==> config.mk <==
export PLATFORM = sky130hd
export DESIGN_NAME = bzip2_block_magic_scanner_flat
export DESIGN_NICKNAME = d
export VERILOG_FILES = /design/src/rtl/core/bmscan_pkg.sv /design/src/rtl/core/bmscan_ifs.sv /design/src/rtl/core/bmscan_front.sv /design/src/rtl/core/bmscan_fifo.sv /design/src/rtl/core/bmscan_back.sv /design/src/rtl/core/bzip2_block_magic_scanner.sv /design/src/flat_wrapper.sv
export SDC_FILE = /design/constraint.sdc
export NUM_CORES = 1
export LEC_CHECK = 0
export BUFFER_PORTS_ARGS = -buffer_cell sky130_fd_sc_hd__clkbuf_2
export CORE_ASPECT_RATIO = 0.5
export CORE_MARGIN = 2
export CORE_UTILIZATION = 49
export CTS_BUF_LIST = sky130_fd_sc_hd__clkbuf_2 sky130_fd_sc_hd__clkbuf_4 sky130_fd_sc_hd__clkbuf_8
export DETAILED_ROUTE_END_ITERATION = 16
export PLACE_DENSITY = 0.76
export SETUP_SLACK_MARGIN = 0.3
export SYNTH_ARGS = -nofsm -noshare
export SYNTH_HDL_FRONTEND = slang
export SYNTH_HIERARCHICAL = 1
export SYNTH_SLANG_ARGS = --single-unit
==> constraint.sdc <==
create_clock -name clock -period 6.4 [get_ports clock]
set_input_delay 1.92 -clock clock [delete_from_list [all_inputs] [get_ports clock]]
set_output_delay 1.92 -clock clock [all_outputs]
set_load 0.05 [all_outputs]
==> src/rtl/core/bmscan_pkg.sv <==
`default_nettype none

package bmscan_pkg;

   // Defaults for the top-level parameters
   localparam int MAGIC_BYTES_DEF = 6;
   localparam int OFFSET_BITS_DEF = 40;
   localparam int QUEUE_DEPTH_DEF = 4;

   // Fixed field widths
   localparam int MAGIC_REG_W  = 48;
   localparam int LEVEL_W      = 8;
   localparam int OUT_OFFSET_W = 40;
   localparam int SHIFT_W      = 3;
   localparam int COUNTDOWN_W  = 4;

   // Config port
   localparam int PADDR_W = 4;
   localparam int PDATA_W = 64;

   typedef logic [MAGIC_REG_W-1:0] magic_type;

   localparam magic_type BLOCK_MAGIC_RESET = 48'h3141_5926_5359;
   localparam magic_type END_MAGIC_RESET   = 48'h1772_4538_5090;

   // Register index, taken from paddr[3]
   localparam logic REG_BLOCK_MAGIC = 1'b0;
   localparam logic REG_END_MAGIC   = 1'b1;

   // boundary_kind codes
   localparam logic KIND_BLOCK = 1'b0;
   localparam logic KIND_END   = 1'b1;

   // Level byte is the fourth scanned byte of the stream
   localparam logic [COUNTDOWN_W-1:0] LEVEL_FIRST = 4'd4;

   // One scanned byte, classified by the front end
   typedef struct packed {
      logic [LEVEL_W-1:0]      cur;
      logic [SHIFT_W-1:0]      bits;
      logic                    hit_block;
      logic                    hit_end;
      logic [OUT_OFFSET_W-1:0] offset;
   } scan_entry_type;

endpackage

`default_nettype wire

==> src/rtl/core/bmscan_ifs.sv <==
`default_nettype none

interface bmscan_req_if import bmscan_pkg::*; ();
   logic       valid;
   logic       ready;
   logic [7:0] data_byte;

   modport source (output valid, output data_byte, input ready);
   modport sink (input valid, input data_byte, output ready);
endinterface

interface bmscan_rsp_if import bmscan_pkg::*; ();
   logic                    valid;
   logic                    ready;
   logic                    boundary_kind;
   logic [LEVEL_W-1:0]      stream_level;
   logic [OUT_OFFSET_W-1:0] byte_offset;
   logic [SHIFT_W-1:0]      bits_before;

   modport source (output valid, output boundary_kind, output stream_level,
                   output byte_offset, output bits_before, input ready);
   modport sink (input valid, input boundary_kind, input stream_level,
                 input byte_offset, input bits_before, output ready);
endinterface

`default_nettype wire

==> src/rtl/core/bmscan_front.sv <==
`default_nettype none

module bmscan_front import bmscan_pkg::*; #(
   parameter int MAGIC_BYTES = MAGIC_BYTES_DEF,
   parameter int OFFSET_BITS = OFFSET_BITS_DEF
) (
   input  wire logic           clock,
   input  wire logic           reset,
   bmscan_req_if.sink          req_ch,
   input  wire magic_type      block_magic,
   input  wire magic_type      end_magic,
   input  wire logic           queue_full,
   output logic                push,
   output scan_entry_type      push_entry
);

   localparam int MW     = 8 * MAGIC_BYTES;
   localparam int WIN_W  = 8 * (MAGIC_BYTES + 1);
   localparam int CW     = (MW > MAGIC_REG_W) ? MW : MAGIC_REG_W;
   localparam int FILL_W = $clog2(MAGIC_BYTES + 1);

   logic [WIN_W-1:0]       window_ff, window_in;
   logic [OFFSET_BITS-1:0] seen_ff, seen_in;
   logic [FILL_W-1:0]      fill_ff, fill_in;

   logic                   accept;
   logic                   scan;
   logic [OFFSET_BITS-1:0] pos;
   logic [CW-1:0]          bmx, emx;
   logic [15:0]            bhl, ehl;
   logic [7:0]             cur;
   logic [7:0]             hit_mask;
   logic [SHIFT_W-1:0]     bsel;
   logic                   any_hit;
   logic [MW-1:0]          v;

   assign req_ch.ready = !queue_full;
   assign accept       = req_ch.valid && !queue_full;

   always_comb begin
      window_in = {window_ff[WIN_W-9:0], req_ch.data_byte};
      seen_in   = seen_ff + OFFSET_BITS'(1);
      fill_in   = (fill_ff < FILL_W'(MAGIC_BYTES)) ? fill_ff + FILL_W'(1) : fill_ff;
      scan      = (fill_in == FILL_W'(MAGIC_BYTES));
      pos       = seen_in - OFFSET_BITS'(MAGIC_BYTES);
   end

   // Candidate shift: the largest b whose shifted head byte fits the scanned byte
   always_comb begin
      logic [15:0] bsh, esh;
      bmx = CW'(block_magic);
      emx = CW'(end_magic);
      bhl = {bmx[MW-1 -: 8], bmx[MW-9 -: 8]};
      ehl = {emx[MW-1 -: 8], emx[MW-9 -: 8]};
      cur = window_in[MW-1 -: 8];
      bsel = '0;
      for (int k = 0; k < 8; k++) begin
         bsh = bhl << SHIFT_W'(k);
         esh = ehl << SHIFT_W'(k);
         hit_mask[k] = (bsh[15:8] == cur) || (esh[15:8] == cur);
      end
      for (int k = 0; k < 8; k++) begin
         if (hit_mask[k]) begin
            bsel = SHIFT_W'(k);
         end
      end
      any_hit = |hit_mask;
      v = MW'(window_in >> bsel);
   end

   always_comb begin
      push                 = accept && scan;
      push_entry.cur       = cur;
      push_entry.bits      = bsel;
      push_entry.hit_block = any_hit && (CW'(v) == bmx);
      push_entry.hit_end   = any_hit && (CW'(v) == emx);
      push_entry.offset    = OUT_OFFSET_W'(pos);
   end

   always_ff @(posedge clock) begin
      if (reset) begin
         window_ff <= '0;
         seen_ff   <= '0;
         fill_ff   <= '0;
      end else if (accept) begin
         window_ff <= window_in;
         seen_ff   <= seen_in;
         fill_ff   <= fill_in;
      end
   end

endmodule

`default_nettype wire

==> src/rtl/core/bmscan_fifo.sv <==
`default_nettype none

module bmscan_fifo import bmscan_pkg::*; #(
   parameter int DEPTH = QUEUE_DEPTH_DEF
) (
   input  wire logic           clock,
   input  wire logic           reset,
   input  wire logic           push,
   input  wire scan_entry_type push_entry,
   input  wire logic           pop,
   output scan_entry_type      head,
   output logic                full,
   output logic                empty
);

   localparam int PTR_W = (DEPTH > 1) ? $clog2(DEPTH) : 1;
   localparam int CNT_W = $clog2(DEPTH + 1);

   scan_entry_type   slots_ff [DEPTH];
   logic [PTR_W-1:0] wr_ptr_ff, wr_ptr_in;
   logic [PTR_W-1:0] rd_ptr_ff, rd_ptr_in;
   logic [CNT_W-1:0] count_ff, count_in;

   assign full  = (count_ff == CNT_W'(DEPTH));
   assign empty = (count_ff == '0);
   assign head  = slots_ff[rd_ptr_ff];

   always_comb begin
      wr_ptr_in = wr_ptr_ff;
      rd_ptr_in = rd_ptr_ff;
      count_in  = count_ff;
      if (push) begin
         wr_ptr_in = (wr_ptr_ff == PTR_W'(DEPTH - 1)) ? '0 : wr_ptr_ff + PTR_W'(1);
      end
      if (pop) begin
         rd_ptr_in = (rd_ptr_ff == PTR_W'(DEPTH - 1)) ? '0 : rd_ptr_ff + PTR_W'(1);
      end
      if (push && !pop) begin
         count_in = count_ff + CNT_W'(1);
      end else if (pop && !push) begin
         count_in = count_ff - CNT_W'(1);
      end
   end

   always_ff @(posedge clock) begin
      if (reset) begin
         wr_ptr_ff <= '0;
         rd_ptr_ff <= '0;
         count_ff  <= '0;
      end else begin
         wr_ptr_ff <= wr_ptr_in;
         rd_ptr_ff <= rd_ptr_in;
         count_ff  <= count_in;
      end
   end

   always_ff @(posedge clock) begin
      if (push) begin
         slots_ff[wr_ptr_ff] <= push_entry;
      end
   end

`ifndef SYNTHESIS
   a_no_push_full: assert property (@(posedge clock) disable iff (reset)
      push |-> !full) else $error("queue written while full");
   a_no_pop_empty: assert property (@(posedge clock) disable iff (reset)
      pop |-> !empty) else $error("queue read while empty");
   a_count_track: assert property (@(posedge clock) disable iff (reset)
      (push && !pop) |=> count_ff == $past(count_ff) + CNT_W'(1))
      else $error("queue count lost a write");
`endif

endmodule

`default_nettype wire

==> src/rtl/core/bmscan_back.sv <==
`default_nettype none

module bmscan_back import bmscan_pkg::*; #(
   parameter int MAGIC_BYTES = MAGIC_BYTES_DEF
) (
   input  wire logic           clock,
   input  wire logic           reset,
   input  wire scan_entry_type head,
   input  wire logic           empty,
   output logic                pop,
   bmscan_rsp_if.source        rsp_ch
);

   // Level byte follows an end-of-stream magic, its CRC and the stream header
   localparam logic [COUNTDOWN_W-1:0] LEVEL_AFTER_END = COUNTDOWN_W'(MAGIC_BYTES + 7);

   logic [COUNTDOWN_W-1:0]  countdown_ff, countdown_in;
   logic [LEVEL_W-1:0]      level_ff, level_in;
   logic                    valid_ff, valid_in;
   logic                    kind_ff, kind_in;
   logic [LEVEL_W-1:0]      olevel_ff, olevel_in;
   logic [OUT_OFFSET_W-1:0] offset_ff, offset_in;
   logic [SHIFT_W-1:0]      bits_ff, bits_in;
   logic                    hit;

   assign pop = !empty && (!valid_ff || rsp_ch.ready);
   assign hit = head.hit_block || head.hit_end;

   always_comb begin
      countdown_in = countdown_ff;
      level_in     = level_ff;
      valid_in     = valid_ff && !rsp_ch.ready;
      kind_in      = kind_ff;
      olevel_in    = olevel_ff;
      offset_in    = offset_ff;
      bits_in      = bits_ff;
      if (pop) begin
         if (countdown_ff != '0) begin
            countdown_in = countdown_ff - COUNTDOWN_W'(1);
            if (countdown_ff == COUNTDOWN_W'(1)) begin
               level_in = head.cur;
            end
         end
         if (hit) begin
            valid_in  = 1'b1;
            kind_in   = head.hit_block ? KIND_BLOCK : KIND_END;
            olevel_in = level_in;
            offset_in = head.offset;
            bits_in   = head.bits;
            if (!head.hit_block) begin
               countdown_in = LEVEL_AFTER_END;
            end
         end
      end
   end

   always_ff @(posedge clock) begin
      if (reset) begin
         countdown_ff <= LEVEL_FIRST;
         level_ff     <= '0;
         valid_ff     <= 1'b0;
      end else begin
         countdown_ff <= countdown_in;
         level_ff     <= level_in;
         valid_ff     <= valid_in;
      end
   end

   always_ff @(posedge clock) begin
      kind_ff   <= kind_in;
      olevel_ff <= olevel_in;
      offset_ff <= offset_in;
      bits_ff   <= bits_in;
   end

   assign rsp_ch.valid         = valid_ff;
   assign rsp_ch.boundary_kind = kind_ff;
   assign rsp_ch.stream_level  = olevel_ff;
   assign rsp_ch.byte_offset   = offset_ff;
   assign rsp_ch.bits_before   = bits_ff;

`ifndef SYNTHESIS
   a_end_reload: assert property (@(posedge clock) disable iff (reset)
      (pop && head.hit_end && !head.hit_block) |=> countdown_ff == LEVEL_AFTER_END)
      else $error("end-of-stream match did not rearm level countdown");
   a_level_load: assert property (@(posedge clock) disable iff (reset)
      (pop && countdown_ff == COUNTDOWN_W'(1)) |=> level_ff == $past(head.cur))
      else $error("level byte not captured");
   a_slot_free: assert property (@(posedge clock) disable iff (reset)
      (valid_ff && !rsp_ch.ready) |-> !pop)
      else $error("queue popped over a pending result");
`endif

endmodule

`default_nettype wire

==> src/rtl/core/bzip2_block_magic_scanner.sv <==
// Channel   Direction  Transaction payload
// req_ch    in         data_byte: next byte of the compressed stream
// rsp_ch    out        boundary_kind, stream_level, byte_offset, bits_before
// apb csr   in/out     reg 0 block_magic @0x0, reg 1 stream_end_magic @0x8
//
// One byte per cycle sustained while the queue is not full. Front end shifts the byte
// window and runs the eight shifted head compares plus both 48-bit magic compares
// in the accept cycle. A result is registered in the cycle after its scanned byte
// leaves the queue; a match passes through the queue slot, then the result register.
// Synchronous active-high reset; magics return to their defaults.
// The queue absorbs rsp stalls; req_ch.ready drops only when it is full.
`default_nettype none

module bzip2_block_magic_scanner import bmscan_pkg::*; #(
   parameter int MAGIC_BYTES = MAGIC_BYTES_DEF,
   parameter int OFFSET_BITS = OFFSET_BITS_DEF,
   parameter int QUEUE_DEPTH = QUEUE_DEPTH_DEF
) (
   input  wire logic               clock,
   input  wire logic               reset,
   bmscan_req_if.sink              req_ch,
   bmscan_rsp_if.source            rsp_ch,
   input  wire logic               psel,
   input  wire logic               penable,
   input  wire logic               pwrite,
   input  wire logic [PADDR_W-1:0] paddr,
   input  wire logic [PDATA_W-1:0] pwdata,
   output logic [PDATA_W-1:0]      prdata,
   output logic                    pready
);

   magic_type      block_magic_ff, block_magic_in;
   magic_type      end_magic_ff, end_magic_in;
   logic           csr_write;
   logic           push, pop, full, empty;
   scan_entry_type push_entry, head;

   assign pready    = 1'b1;
   assign csr_write = psel && penable && pwrite;

   always_comb begin
      block_magic_in = block_magic_ff;
      end_magic_in   = end_magic_ff;
      if (csr_write) begin
         case (paddr[3])
            REG_BLOCK_MAGIC: block_magic_in = pwdata[MAGIC_REG_W-1:0];
            REG_END_MAGIC:   end_magic_in   = pwdata[MAGIC_REG_W-1:0];
            default: ;
         endcase
      end
   end

   always_comb begin
      case (paddr[3])
         REG_BLOCK_MAGIC: prdata = PDATA_W'(block_magic_ff);
         REG_END_MAGIC:   prdata = PDATA_W'(end_magic_ff);
         default:         prdata = '0;
      endcase
   end

   always_ff @(posedge clock) begin
      if (reset) begin
         block_magic_ff <= BLOCK_MAGIC_RESET;
         end_magic_ff   <= END_MAGIC_RESET;
      end else begin
         block_magic_ff <= block_magic_in;
         end_magic_ff   <= end_magic_in;
      end
   end

   bmscan_front #(
      .MAGIC_BYTES (MAGIC_BYTES),
      .OFFSET_BITS (OFFSET_BITS)
   ) u_front (
      .clock       (clock),
      .reset       (reset),
      .req_ch      (req_ch),
      .block_magic (block_magic_ff),
      .end_magic   (end_magic_ff),
      .queue_full  (full),
      .push        (push),
      .push_entry  (push_entry)
   );

   bmscan_fifo #(
      .DEPTH (QUEUE_DEPTH)
   ) u_fifo (
      .clock      (clock),
      .reset      (reset),
      .push       (push),
      .push_entry (push_entry),
      .pop        (pop),
      .head       (head),
      .full       (full),
      .empty      (empty)
   );

   bmscan_back #(
      .MAGIC_BYTES (MAGIC_BYTES)
   ) u_back (
      .clock  (clock),
      .reset  (reset),
      .head   (head),
      .empty  (empty),
      .pop    (pop),
      .rsp_ch (rsp_ch)
   );

endmodule

`default_nettype wire

==> src/flat_wrapper.sv <==
// flat-port wrapper written by rule: the top's interface ports become plain ports
module bzip2_block_magic_scanner_flat import bmscan_pkg::*;
#(
   parameter int MAGIC_BYTES = MAGIC_BYTES_DEF,
   parameter int OFFSET_BITS = OFFSET_BITS_DEF,
   parameter int QUEUE_DEPTH = QUEUE_DEPTH_DEF
)
  (clock, reset, psel, penable, pwrite, paddr, pwdata, prdata, pready, req_ch_valid, req_ch_data_byte, req_ch_ready, rsp_ch_valid, rsp_ch_boundary_kind, rsp_ch_stream_level, rsp_ch_byte_offset, rsp_ch_bits_before, rsp_ch_ready);
  bmscan_req_if req_ch_i ();
  bmscan_rsp_if rsp_ch_i ();
  input  wire logic clock;
  input  wire logic reset;
  input  wire logic psel;
  input  wire logic penable;
  input  wire logic pwrite;
  input  wire logic [PADDR_W-1:0] paddr;
  input  wire logic [PDATA_W-1:0] pwdata;
  output logic [PDATA_W-1:0] prdata;
  output logic pready;
  input wire logic [$bits(req_ch_i.valid)-1:0] req_ch_valid;
  input wire logic [$bits(req_ch_i.data_byte)-1:0] req_ch_data_byte;
  output wire logic [$bits(req_ch_i.ready)-1:0] req_ch_ready;
  output wire logic [$bits(rsp_ch_i.valid)-1:0] rsp_ch_valid;
  output wire logic [$bits(rsp_ch_i.boundary_kind)-1:0] rsp_ch_boundary_kind;
  output wire logic [$bits(rsp_ch_i.stream_level)-1:0] rsp_ch_stream_level;
  output wire logic [$bits(rsp_ch_i.byte_offset)-1:0] rsp_ch_byte_offset;
  output wire logic [$bits(rsp_ch_i.bits_before)-1:0] rsp_ch_bits_before;
  input wire logic [$bits(rsp_ch_i.ready)-1:0] rsp_ch_ready;
  assign req_ch_i.valid = req_ch_valid;
  assign req_ch_i.data_byte = req_ch_data_byte;
  assign req_ch_ready = req_ch_i.ready;
  assign rsp_ch_valid = rsp_ch_i.valid;
  assign rsp_ch_boundary_kind = rsp_ch_i.boundary_kind;
  assign rsp_ch_stream_level = rsp_ch_i.stream_level;
  assign rsp_ch_byte_offset = rsp_ch_i.byte_offset;
  assign rsp_ch_bits_before = rsp_ch_i.bits_before;
  assign rsp_ch_i.ready = rsp_ch_ready;
  bzip2_block_magic_scanner #(.MAGIC_BYTES(MAGIC_BYTES), .OFFSET_BITS(OFFSET_BITS), .QUEUE_DEPTH(QUEUE_DEPTH)) u_core (.clock(clock), .reset(reset), .req_ch(req_ch_i), .rsp_ch(rsp_ch_i), .psel(psel), .penable(penable), .pwrite(pwrite), .paddr(paddr), .pwdata(pwdata), .prdata(prdata), .pready(pready));
endmodule
# After elaboration in Yosys (flattened, before gate mapping)
# Memory sizes are Yosys's and may differ from the RTL's. A register that Yosys moved wholly into a read port is not among the register bits.
# Cells that the tools add are included.
# Widths: inputs -> output; s select.
[totals]
ff_bits = 259
ramBits = 212
input_bits = 83
elab_cells = 108
mem_count = 1
[mem_list]
columns = ["name", "words", "width", "rd", "rd_clocked_by_memory_dff", "write_ports", "line_no", "rtl"]
rows = [
  ["u_core.u_fifo.slots_ff", 4, 53, 1, 1, 1, "bmscan_fifo.sv:19", "scan_entry_type slots_ff [DEPTH];"],
]
[op_classes]
addsub = 8
order_cmp = 1
eq_ne = 23
shifts = 1
n_mux = 25
bitwise_logic = 1
n_reduce_logical = 33
[op_table]
columns = ["cell", "n"]
rows = [
  ["$eq 8x8->1", 16],
  ["$pmux 64 s2", 1],
  ["$eq 48x48->1", 2],
  ["$shr 56x3->48", 1],
  ["$add 40x1->40 const B", 1],
  ["$sub 40x3->40 const B", 1],
  ["$mux 3", 7],
  ["$mux 8", 2],
  ["$mux 2", 6],
  ["$mux 4", 3],
  ["$logic_and 1x1->1", 10],
  ["$logic_or 1x1->1", 10],
  ["$reduce_or 8->1", 1],
  ["$add 3x1->3 const B", 2],
  ["$eq 3x3->1 const B", 2],
  ["$logic_not 1->1", 6],
  ["$mux 1", 6],
  ["$reduce_and 2->1", 3],
  ["$add 2x1->2 const B", 2],
  ["$eq 2x2->1 const B", 2],
  ["$eq 4x1->1 const B", 1],
  ["$reduce_bool 4->1", 1],
  ["$sub 4x1->4 const B", 1],
  ["$logic_not 3->1", 1],
  ["other kinds (4)", 4],
]

# Depth between registers and ports, before layout
[depth]
word_depth = 12
ltp_mapped = 19
mapped_depth_nobuf = 13

# Modules after synthesis
# The synthesis kept the hierarchy.
[by_module_without_submodules]
columns = ["module", "instances", "cells_each", "area_per_inst_um2", "seq_area_each_um2"]
rows = [
  ["bmscan_front", 1, 1530, 11493.5, 1801.7],
  ["bmscan_fifo", 1, 321, 8151.6, 6546.3],
  ["bzip2_block_magic_scanner", 1, 461, 4702.0, 1921.8],
  ["bmscan_back", 1, 157, 2379.8, 1821.7],
]

# Worst setup path before layout
# No wires, ideal clock.
[synth_path]
path_kind = "input port to output port"
startpoint = "in paddr[3]"
endpoint = "out prdata[36]"
t_arrival_ps = 2849
slack_ps = 1631
path_stages = 4
n_path_buf = 3
cell_sequence = "buf_6 > buf_2 > buf_4 > mux2_2"
[synth_via]
elab_chain_cells = 2
[synth_rtl]
columns = ["element", "line_no", "rtl"]
rows = [
  ["from (decl)", "flat_wrapper.sv:16", "input wire logic [PADDR_W-1:0] paddr;"],
  ["$not 1->1", "bzip2_block_magic_scanner.sv:54", "case (paddr[3])"],
  ["$pmux 64 s2 *", "bzip2_block_magic_scanner.sv:54", ""],
  ["to (decl)", "flat_wrapper.sv:18", "output logic [PDATA_W-1:0] prdata;"],
]
# Mark *: on every way between the ends. The rest lies on a longest branch, timed or not. The select of a mux whose other input is x is not followed.

==> run summary <==
status: completed
CP bufs+invs: 3
crit path DAT: 6.04 ns
Seq pwr share: 46.0%
# DRC: 0
Post-CTS Setup Bufs: 0
cell internal pwr: 5.36 mW
via count: 19300
sequential area share after synthesis: 45.2%
critical path launch point type: register
ys flop type: edfxtp_1
Nets: 2644
Num CTS Buffers: 69
pin count of the biggest net entering global routing: 135
Initial Util: 49.7%
slew margin rel.: 26.2%
cts-stage hold buffer count: 0
DPL Wire Length: 45600 um
sw power: 2.66 mW
GRT Overall Usage: 23.4%
final worst path period need: 5.68 ns
WHS: 0.472 ns
Synth cell types: 104
clock share of power: 31.1%
syn avg cell area: 10.8 sq um
P per Cell Area: 277 mW/mm^2
count leader, synth: edfxtp_1
design area: 0.0289 sq mm
Max VDD drop: 0.173 mV
RePlAce Congestion: 0.928
post-synth top area share: 29.7%
filler instances: 4655
die area: 0.0565 sq mm
CP max-delay cell: dfxtp_1
H-tree Lvls: 3
Top delay family on crit path: simple AND/OR/NAND/NOR gates
Post-Syn Area: 0.0267 sq mm
Final Routed Wirelength: 67000 um
clk root buf: clkbuf_8
core area: 0.0538 sq mm
Setup CP Type: reg -> reg
drt pass-1 iters: 5
Synth Register Bits: 472
area delta synth->final: 8.16%
CTS tree: done
Post-DP Area: 0.0275 sq mm
Core Util, Final: 53.7%
synth warn: 6
Post-Synthesis Cells: 2469
total gr overflow: 0
WL per Instance: 20.2 um
Critical Path RT: 6.76 ns
cell row count: 60
worst skew pair latency: 0.65 ns
ANT nets after route: 0
fmax: 176 MHz
Worst setup EP type: register
sw frac: 33.1%
Hold WC Path Type: reg -> reg
max_cap viols: 0
post_cts resized: 0
Final Skew: 0.0265 ns
number of flops mapped to enable cells by yosys: 264
CP max FO: 35
top post-synthesis cells by count: edfxtp_1, nand2_1, dfxtp_1
synth top area cells: edfxtp_1, dfxtp_1, mux2i_1, xnor2_1, mux4_2
first-pass GRT wire length: 105000 um
Reg clk slew, reported paths: 0.06 ns
Fin Setup TNS: 0 ns
final hold viol count: 0
CTS Sinks: 472
CP Cell Sequence: buf_4 -> xor2_1 -> nor4_2 -> a22oi_2 -> nand2b_4 -> buf_12 -> a21oi_2 -> inv_2 -> a221oi_1 -> nor2_1 -> o21ai_0 -> xnor2_1 -> nor3_1 -> nand4b_1 -> nor4_2
Die X: 334 um
initial drt markers: 1932
io pins: 202
area leader, netlist: edfxtp_1
CP dominant cell by count: nor4_2
slowest stage delay, CP: 1.02 ns
# port buffers: 165
initial antenna violation count: 1
LEAKAGE: 10.2 nW
Tcrit/Tclk final: 88.7%
Max Buffers Root-to-Sink: 3
share of layout cells above drive strength 1: 20.5%
fin. max-slew vios: 0
async set-or-reset flop fraction in the synthesized netlist: 0%
chip height: 169 um
final setup fails: 0
vias in the first global route: 18600
RSZ-0062 raised after global routing: false
DR vias/cell: 5.82
logic gate share of total power: 22.9%
slew at the pin with the worst max-slew slack: 1.11 ns
-- final timing paths --
check                                                   from                       endpoint  slack (ns)  cells after the start
worst max-delay path            u_core/u_front/window_ff[33]  u_core/u_fifo/slots_ff[1][40]        0.72                     15
worst max register to register  u_core/u_front/window_ff[33]  u_core/u_fifo/slots_ff[1][40]        0.72                     15
worst min register to register     u_core/u_back/level_ff[6]      u_core/u_back/level_ff[6]        0.47                      2
worst min-delay path               u_core/u_back/level_ff[6]      u_core/u_back/level_ff[6]        0.47                      2
-- per-layer routing --
metal	GRT usage, %	vias to the layer above	part of all wire, %
li1	-	9053	-
met4	7.99	0	2.8
met1	31.9	9388	44
met3	4.65	136	7.1
met5	0	-	0
met2	37.3	714	46
-- cell families (layout without fill, tap and decap cells) --
group	after synthesis	count (layout)	share of synthesized area, %
and+or+nand+nor	769	769	14.7
other	2	18	0.0281
adders and majority gates	12	12	0.590
AOI/OAI and AO/OA	373	373	10.1
muxes	289	289	13.8
buffers and inverters	265	382	6.02
xor gates and xnor gates	287	287	9.43
DFF	472	472	45.2
-- final cells by class --
type	instances	area [sq um]	area share, %
multi-input combinational	1747	13100	45.3
inverter	45	169	0.584
clock inverter	24	179	0.619
clock buffer	99	1210	4.19
tap	713	892	3.09
timing repair buffer	214	1250	4.32
antenna	1	2.50	0.00866
sequential	472	12100	41.8
-- placed cells by master (no fill, tap or decap), types with 80 or more instances in the layout --
| cell | n |
|---|---|
| dfxtp_1 | 206 |
| a21oi_1 | 120 |
| edfxtp_1 | 264 |
| clkbuf_2 | 164 |
| mux2_2 | 80 |
| nor2_1 | 162 |
| mux2i_1 | 146 |
| xnor2_1 | 163 |
| xor2_1 | 123 |
| nand2_1 | 212 |
| nand2b_1 | 108 |
-- metrics by stage --
| stage | setup WS (ns) | power [mW] | std cells |
|---|---|---|---|
| after floorplan | 1.63 | 5.19 | 2484 |
| after global placement | 0.983 | 5.57 | 3191 |
| after detailed placement | 0.867 | 5.60 | 3191 |
| after CTS | 0.871 | 8.11 | 3314 |
| after global routing | 0.358 | 8.35 | 3315 |
| final | 0.723 | 8.01 | 3315 |
-- registers in the layout, summed over array words and instances, names as in the netlist, named ones only --
name and cells:
u_core/u_fifo/slots_ff 212, u_core/u_back/rsp_ch.byte_offset 40, u_core/u_front/window_ff 47, u_core/u_front/fill_ff 3
u_core/block_magic_ff 48, u_core/u_fifo/wr_ptr_ff 2, u_core/u_back/countdown_ff 4, u_core/end_magic_ff 48
u_core/u_back/rsp_ch.stream_level 8, u_core/u_back/rsp_ch.valid 1, u_core/u_back/level_ff 8, u_core/u_back/rsp_ch.boundary_kind 1
u_core/u_fifo/rd_ptr_ff 2, u_core/u_back/rsp_ch.bits_before 3, u_core/u_fifo/count_ff 3, u_core/u_front/seen_ff 40
-- worst register-to-register path: stages, from the launching register on --
cell and delay (ns):
dfxtp_1 1.02, buf_4 0.32, xor2_1 0.18, nor4_2 0.08
a22oi_2 0.35, nand2b_4 0.38, buf_12 0.31, a21oi_2 0.35
inv_2 0.24, a221oi_1 0.32, nor2_1 0.13, o21ai_0 0.51
xnor2_1 0.16, nor3_1 0.32, nand4b_1 0.20, nor4_2 0.53
-- power groups by stage --
stage / clock (mW) / sequential [mW] / combinational [mW]
floorplan: 0 / 4.21 / 0.977
global placement: 0 / 3.75 / 1.82
detailed placement: 0 / 3.75 / 1.85
CTS: 2.56 / 3.69 / 1.85
global route: 2.69 / 3.72 / 1.95
finish: 2.49 / 3.69 / 1.83
No activity file was read; power rests on OpenSTA's default activity.
